File: src/rtl/clb_pkg.sv
// Shared types, character codes and the per-byte decision function of the comment blanker.
package clb_pkg;

    // Character codes the scanner looks for
    localparam logic [7:0] CH_SPACE  = 8'd32;
    localparam logic [7:0] CH_SLASH  = 8'd47;
    localparam logic [7:0] CH_STAR   = 8'd42;
    localparam logic [7:0] CH_BSLASH = 8'd92;
    localparam logic [7:0] CH_NL     = 8'd10;
    localparam logic [7:0] CH_SQUOTE = 8'd39;
    localparam logic [7:0] CH_DQUOTE = 8'd34;

    // Scanner modes
    typedef enum logic [2:0] {
        MODE_CODE  = 3'd0,
        MODE_LINE  = 3'd1,
        MODE_BLOCK = 3'd2,
        MODE_STR   = 3'd3,
        MODE_CHR   = 3'd4
    } mode_t;

    // One output queue entry
    typedef struct packed {
        logic       last;
        logic [7:0] data;
    } entry_t;

    // Outcome of deciding one byte
    typedef struct packed {
        logic [7:0] out_byte;
        mode_t      mode;
        logic       claim;
    } decide_t;

    // Decide byte c in the given mode, with one byte of lookahead
    function automatic decide_t clb_decide(mode_t mode, logic [7:0] c, logic [7:0] nxt,
                                           logic has_next);
        decide_t r;
        logic    n_slash;
        logic    n_star;
        n_slash    = has_next && (nxt == CH_SLASH);
        n_star     = has_next && (nxt == CH_STAR);
        r.out_byte = CH_SPACE;
        r.mode     = mode;
        r.claim    = 1'b0;
        unique case (mode) inside
            MODE_LINE: begin
                if (c == CH_NL) begin
                    r.mode     = MODE_CODE;
                    r.out_byte = c;
                end
            end
            MODE_BLOCK: begin
                // star then slash closes; the slash is claimed and blanked
                if (c == CH_STAR && n_slash) begin
                    r.claim = 1'b1;
                    r.mode  = MODE_CODE;
                end else if (c == CH_NL) begin
                    r.out_byte = c;
                end
            end
            MODE_STR, MODE_CHR: begin
                if (c == CH_BSLASH) begin
                    r.claim = has_next;
                end else if ((mode == MODE_STR && c == CH_DQUOTE) ||
                             (mode == MODE_CHR && c == CH_SQUOTE)) begin
                    r.mode     = MODE_CODE;
                    r.out_byte = c;
                end
            end
            default: begin
                r.mode     = MODE_CODE;
                r.out_byte = c;
                if (c == CH_SLASH && n_slash) begin
                    r.mode     = MODE_LINE;
                    r.out_byte = CH_SPACE;
                end else if (c == CH_SLASH && n_star) begin
                    r.mode     = MODE_BLOCK;
                    r.out_byte = CH_SPACE;
                end else if (c == CH_DQUOTE) begin
                    r.mode = MODE_STR;
                end else if (c == CH_SQUOTE) begin
                    r.mode = MODE_CHR;
                end
            end
        endcase
        return r;
    endfunction

endpackage

File: src/rtl/comment_literal_blanker_core.sv
// Top level of the comment and literal blanker: byte scanner and three-entry output queue.
//
// Takes C/C++ source one byte per stream transaction and returns a stream of the same length
// in which comment bytes and string/char literal contents are replaced by spaces; newlines in
// comments and the quote marks of literals are kept. Each byte is held until the next one
// arrives, so its result appears one input transaction later, and the byte marked by tlast
// releases the held byte's result, if any, and then its own with tlast set; after it the
// scanner starts the next text in code mode. One byte is accepted per clock while the output
// side keeps up. Results wait in a three-entry output queue. s_tready is high while that
// queue holds at most one entry, or two entries when the head leaves in the same cycle, so
// bytes follow back to back, tlast bytes included, when the output is drained at one per
// clock. A result is registered in the output queue and is visible on the master side at
// the earliest in the cycle after the transaction that produces it.
module comment_literal_blanker_core
    import clb_pkg::*;
(
    input  logic       aclk,
    input  logic       aresetn,
    // input stream
    input  logic       s_tvalid,
    output logic       s_tready,
    input  logic [7:0] s_tdata,   // [7:0] in_byte
    input  logic       s_tlast,   // in_last
    // result stream
    output logic       m_tvalid,
    input  logic       m_tready,
    output logic [7:0] m_tdata,   // [7:0] out_byte
    output logic       m_tlast    // out_last
);

    // scanner state
    mode_t      mode_reg, mode_next;
    logic [7:0] held_byte_reg, held_byte_next;
    logic       held_valid_reg, held_valid_next;
    logic       held_consumed_reg, held_consumed_next;

    // output queue, entry 0 is the head
    entry_t     q_reg [3];
    entry_t     q_next [3];
    logic [1:0] count_reg, count_next;

    logic       s_accept;
    logic       pop;
    logic [1:0] base;
    logic [1:0] push_cnt;
    entry_t     push0, push1;
    decide_t    d_held, d_last;
    mode_t      mode_mid;
    logic       claim_b;
    entry_t     res_held, res_last;

    assign s_tready = (count_reg <= 2'd1) || ((count_reg == 2'd2) && m_tready);
    assign s_accept = s_tvalid && s_tready;
    assign m_tvalid = (count_reg != 2'd0);
    assign m_tdata  = q_reg[0].data;
    assign m_tlast  = q_reg[0].last;
    assign pop      = m_tvalid && m_tready;

    // decide the held byte with the new byte as lookahead, then the new byte at end of text
    always_comb begin
        d_held   = clb_decide(mode_reg, held_byte_reg, s_tdata, 1'b1);
        mode_mid = mode_reg;
        claim_b  = 1'b0;
        res_held.data = CH_SPACE;
        res_held.last = 1'b0;
        if (held_valid_reg && !held_consumed_reg) begin
            mode_mid      = d_held.mode;
            claim_b       = d_held.claim;
            res_held.data = d_held.out_byte;
        end
        d_last        = clb_decide(mode_mid, s_tdata, 8'd0, 1'b0);
        res_last.data = claim_b ? CH_SPACE : d_last.out_byte;
        res_last.last = 1'b1;
    end

    // scanner state update
    always_comb begin
        mode_next          = mode_reg;
        held_byte_next     = held_byte_reg;
        held_valid_next    = held_valid_reg;
        held_consumed_next = held_consumed_reg;
        if (s_accept) begin
            if (s_tlast) begin
                mode_next          = MODE_CODE;
                held_byte_next     = 8'd0;
                held_valid_next    = 1'b0;
                held_consumed_next = 1'b0;
            end else begin
                mode_next          = mode_mid;
                held_byte_next     = s_tdata;
                held_valid_next    = 1'b1;
                held_consumed_next = claim_b;
            end
        end
    end

    // results pushed by this transaction
    always_comb begin
        push_cnt = 2'd0;
        push0    = res_held;
        push1    = res_last;
        if (s_accept) begin
            if (held_valid_reg) begin
                push_cnt = s_tlast ? 2'd2 : 2'd1;
            end else begin
                push_cnt = s_tlast ? 2'd1 : 2'd0;
                push0    = res_last;
            end
        end
    end

    // queue: shift out on pop, append after the remaining entries
    always_comb begin
        base      = count_reg - {1'b0, pop};
        q_next[0] = pop ? q_reg[1] : q_reg[0];
        q_next[1] = pop ? q_reg[2] : q_reg[1];
        q_next[2] = q_reg[2];
        if (push_cnt != 2'd0) begin
            if (base == 2'd0) q_next[0] = push0;
            if (base == 2'd1) q_next[1] = push0;
            if (base == 2'd2) q_next[2] = push0;
        end
        if (push_cnt == 2'd2) begin
            if (base == 2'd0) q_next[1] = push1;
            if (base == 2'd1) q_next[2] = push1;
        end
        count_next = base + push_cnt;
    end

    // control registers
    always_ff @(posedge aclk) begin
        if (!aresetn) begin
            mode_reg          <= MODE_CODE;
            held_byte_reg     <= 8'd0;
            held_valid_reg    <= 1'b0;
            held_consumed_reg <= 1'b0;
            count_reg         <= 2'd0;
        end else begin
            mode_reg          <= mode_next;
            held_byte_reg     <= held_byte_next;
            held_valid_reg    <= held_valid_next;
            held_consumed_reg <= held_consumed_next;
            count_reg         <= count_next;
        end
    end

    // queue payload
    always_ff @(posedge aclk) begin
        q_reg[0] <= q_next[0];
        q_reg[1] <= q_next[1];
        q_reg[2] <= q_next[2];
    end

endmodule

File: config.mk
export PLATFORM = sky130hd
export DESIGN_NAME = comment_literal_blanker_core
export DESIGN_NICKNAME = d
export VERILOG_FILES = /design/src/rtl/clb_pkg.sv /design/src/rtl/comment_literal_blanker_core.sv
export SDC_FILE = /design/constraint.sdc
export NUM_CORES = 1
export LEC_CHECK = 0
export ABC_AREA = 1
export BUFFER_PORTS_ARGS = -buffer_cell sky130_fd_sc_hd__buf_4
export CAP_MARGIN = 5
export CORE_AREA = 2 2 87 89
export CTS_CLUSTER_DIAMETER = 80
export DETAILED_ROUTE_END_ITERATION = 16
export DIE_AREA = 0 0 89 91
export SKIP_CTS_REPAIR_TIMING = 1
export SLEW_MARGIN = 5
export SYNTH_ARGS = -nofsm -noshare
export SYNTH_HDL_FRONTEND = slang
export SYNTH_SLANG_ARGS = --single-unit
File: constraint.sdc
create_clock -name aclk -period 2.4 [get_ports aclk]
set_clock_uncertainty 0.1 [all_clocks]
set_input_delay 0.36 -clock aclk [delete_from_list [all_inputs] [get_ports aclk]]
set_output_delay 0.36 -clock aclk [all_outputs]
set_load 0.05 [all_outputs]
# Yosys cells after proc, flatten, opt, wreduce, memory -nomap -nowiden
# Memories as Yosys holds them, arrays and structs flattened.
# Index checks and enable logic that the tools add are counted.
# Widths: inputs -> output; s select.
[word_totals]
rom_bits = 0
mem_count = 1
in_bits = 13
reg_bits = 15
latchBits = 0
ram_bits = 27
[memory_table]
columns = ["memory", "depth", "width", "read_ports", "rd_clocked_by_memory_dff", "wr", "line_no", "rtl"]
rows = [
  ["q_reg", 3, 9, 3, 0, 3, "comment_literal_blanker_core.sv:38", "entry_t q_reg [3];"],
]
[classes]
magnitude_cmp = 1
add_sub_neg = 2
multipliers = 0
n_div = 0
reduce_logical = 20
eq_ne = 24
bitwise = 0
n_shift = 0
muxes = 43
[op_table]
columns = ["operator", "count"]
rows = [
  ["$mux 9", 9],
  ["$mux 11", 7],
  ["$eq 8x6->1 const B", 8],
  ["$mux 8", 7],
  ["$pmux 11 s3", 1],
  ["$mux 27", 1],
  ["$pmux 8 s3", 1],
  ["$mux 18", 1],
  ["$eq 8x4->1 const B", 2],
  ["$eq 8x7->1 const B", 2],
  ["$mux 3", 5],
  ["$eq 3x2->1 const B", 4],
  ["$logic_and 1x1->1", 11],
  ["$mux 4", 2],
  ["$eq 2x2->1 const B", 3],
  ["$eq 3x1->1 const B", 2],
  ["$eq 3x3->1 const B", 2],
  ["$mux 2", 3],
  ["$mux 1", 5],
  ["$reduce_bool 2->1", 2],
  ["$reduce_or 2->1", 2],
  ["$logic_or 1x1->1", 3],
  ["$add 2x2->2", 1],
  ["$eq 2x1->1 const B", 1],
  ["other kinds (5)", 5],
]

# Longest topological paths before layout
[logic_depth]
ltp_word = 20
depth_mapped = 21
ltp_nobuf = 21

# Worst setup path before layout
# OpenSTA, ideal clock, no wires.
[synth_path]
path_kind = "reg-to-reg"
startpoint = "register count_reg[0]"
endpoint = "memory q_reg[0][24] (netlist bit)"
synth_period_minus_slack_ps = 2903
path_stages_with_launch = 16
arrival_ps = 2724
path_buffers = 2
setup_ps = 80
path_slack_ps = -503
t_required_ps = 2220
path_cell_list = "dfxtp_1 > inv_1 > nand2_1 > nand2_1 > inv_1 > clkbuf_1 > ha_1 > or2_2 > nand2_1 > inv_1 > nor2_1 > inv_1 > nor2_1 > clkbuf_1 > a21oi_1 > a22oi_1"
[synth_rtl]
columns = ["item", "line_no", "rtl"]
rows = [
  ["start: declaration", "comment_literal_blanker_core.sv:40", "logic [1:0] count_reg, count_next;"],
  ["start signal: assignment", "comment_literal_blanker_core.sv:143", "count_reg <= count_next;"],
  ["end: declaration", "comment_literal_blanker_core.sv:38", ""],
]

==> summary.txt <==
status: complete, no violations
grt ovf: 0
top-area cell type share of the netlist area: 0.3043
Final HPWL DP: 5385 µm
vias in the first global route: 2570
Worst Tran Pin Value: 0.4664 ns
fin nets: 505
Synth warnings: 0
synth-to-layout area growth: 23.73%
DR iter-0 viols: 145
Worst setup EP type: flip-flop
final slew viol count: 0
Detailed Routing Iterations Pass 1: 5
Core ar.: 0.007137 mm²
clk slew on worst S/H paths: 0.10 ns
wire length of the first global-routing pass: 12010 µm
highest clock rate: 0.4328 GHz
cts bufs inserted: 5
reg2reg path depth: 17
post-synthesis sequential area ratio: 0.3043
CTS Root Cell: clkbuf_8
Cells on Worst Hold Path: 3
CTS tree: yes
RSZ-0062 raised after global routing: true
gr usage total: 0.1852
clk_lat worst skew: 0.31 ns
I/O pin count: 24
syn_area_per_cell: 6.139 µm²
crit path kind: reg2reg
ys async rst share: 0
largest net degree at the start of global routing: 20
Routed WL: 7377 µm
starting density of the core: 0.3871
Post-synth EDFFs: 0
DIE WIDTH: 89 µm
final-report hold violation count: 0
CP max FO: 4
wire length per cell: 12.52 µm
placed cell areas: 0.003094 mm²
Vias/cell: 4.963
critical path required time: 2.53 ns
Post-Syn Area: 0.002763 mm²
IO buf count: 23
diode count: 0
CTS Sinks: 42
Largest register FFs: 27
Hold Path Class: in2reg
Startpoint Class: flip-flop
full die area: 0.008099 mm²
Tcrit/Tclk final: 0.9627
crit path time final: 2.310 ns
Leak Pwr: 1.608 nW
commonest register cell after synthesis: dfxtp_1
most common cell in the synthesized netlist: nand2_1
# rows: 31
CTS Buffer Depth: 2
Slew Limit Headroom: 0.6888
max cap viols: 0
synth cell count leaders: 128 x nand2_1, 62 x inv_1, 45 x a21oi_1, 42 x dfxtp_1, 40 x nor2_1
Post-route DRC: 0
Antenna Nets Post-Route: 0
share of layout cells above drive strength 1: 0.2776
Yosys cell types: 31
Mapped Nets: 466
synthesized flop and latch total: 42
Max VDD drop: 248.7 µV
Final Total Pwr: 0.003432 W
PwrDens: 1004 mW/mm²
Finish-stage setup viols: 0
final core occ: 0.4790
Synth area leaders: dfxtp_1 30%, nand2_1 17%, inv_1 8.4%
fin cells: 589
Final Wtd Congestion: 1.001
Non-Filler Cell Area, Final: 0.003418 mm²
height of the die: 91 µm
DP Cell Count: 569
Synth area leader: dfxtp_1
CP arrival: 2.45 ns
total number of vias: 2923
H-tree Lvls: 2
initial antenna violation count: 0
Syn Inst Count: 450
-- layout by cell type (no fill, tap or decap), drive strengths merged --
cell type	netlist	layout
dfxtp	42	42
buf	9	51
clkinvlp	0	1
or2	1	1
o22ai	1	1
nor2	49	49
clkbuf	10	5
o211ai	3	3
nor3	6	6
nand4	5	5
o21ai	28	28
nand3	30	30
nand2	141	141
xor2	1	1
a21oi	45	45
inv	67	68
clkinv	0	1
a22oi	7	7
a31oi	1	1
ha	3	3
nor4	1	1
-- per-layer routing --
layer | vias to the layer above | wire length (µm) | track usage
li1 | 1505 | - | -
met1 | 1320 | 3388 | 0.2554
met2 | 81 | 3514 | 0.2923
met3 | 17 | 338 | 0.03000
met4 | 0 | 136 | 0.05970
met5 | - | 0 | 0
-- power breakdown --
part	leakage [nW]	total, W	internal [W]	switching [W]
combinational	1.21	0.00184	0.000671	0.00117
clock	0.0447	0.000497	0.000211	0.000286
sequential	0.354	0.00109	0.000960	0.000131
total	1.61	0.00343	0.00184	0.00159
-- critical path, stage by stage, from the launching register on --
cell and delay [ns]:
dfxtp_2 0.35, inv_1 0.09, nand2_2 0.10, nor3_4 0.23, nand2_2 0.12, nand2_2 0.10, nand2_1 0.05, nand2_1 0.07
nor2_2 0.05, nor2_4 0.13, nand2_2 0.08, nand2_4 0.09, inv_4 0.05, nor2_4 0.14, nand2_2 0.09, o21ai_4 0.19
nand2_2 0.07, a22oi_2 0.13
-- final timing paths --
path / from / to / slack (ns)
hold / removal: aresetn / count_reg[0] / 0.15
setup reg to reg: held_byte_reg[0] / q_reg[0][25] / 0.09
setup / recovery: held_byte_reg[0] / q_reg[0][25] / 0.09
hold reg to reg: held_consumed_reg / held_consumed_reg / 0.37
-- logic make-up after synthesis --
kind of cell	synth area share
buffers and inverters	0.1291
flip-flops	0.3043
XOR/XNOR	0.003171
adder cells (fa/ha/maj)	0.01359
AND/OR/NAND/NOR	0.3736
AO/OA/AOI/OAI	0.1762
-- metrics by stage --
step / setup TNS, ns / hold WS, ns / worst slack, ns
global route: -0.8367 / 0.1651 / -0.1013
global placement: 0 / 0.3552 / 0.03868
CTS: 0 / 0.1472 / 0.06067
floorplan: -0.09450 / 0.3457 / -0.01666
detailed placement: 0 / 0.3627 / 0.04280
finish: 0 / 0.1528 / 0.08959
-- final cells by class --
type                            count  area, µm²
Fill cell                         778       3719
Multi-Input combinational cell    322       1695
Sequential cell                    42      864.6
Timing Repair Buffer               51      386.6
Inverter                           67      254.0
Tap cell                           99      123.9
Clock buffer                        5      68.82
Clock inverter                      3      25.02
Power figures use the tool's default switching activity.
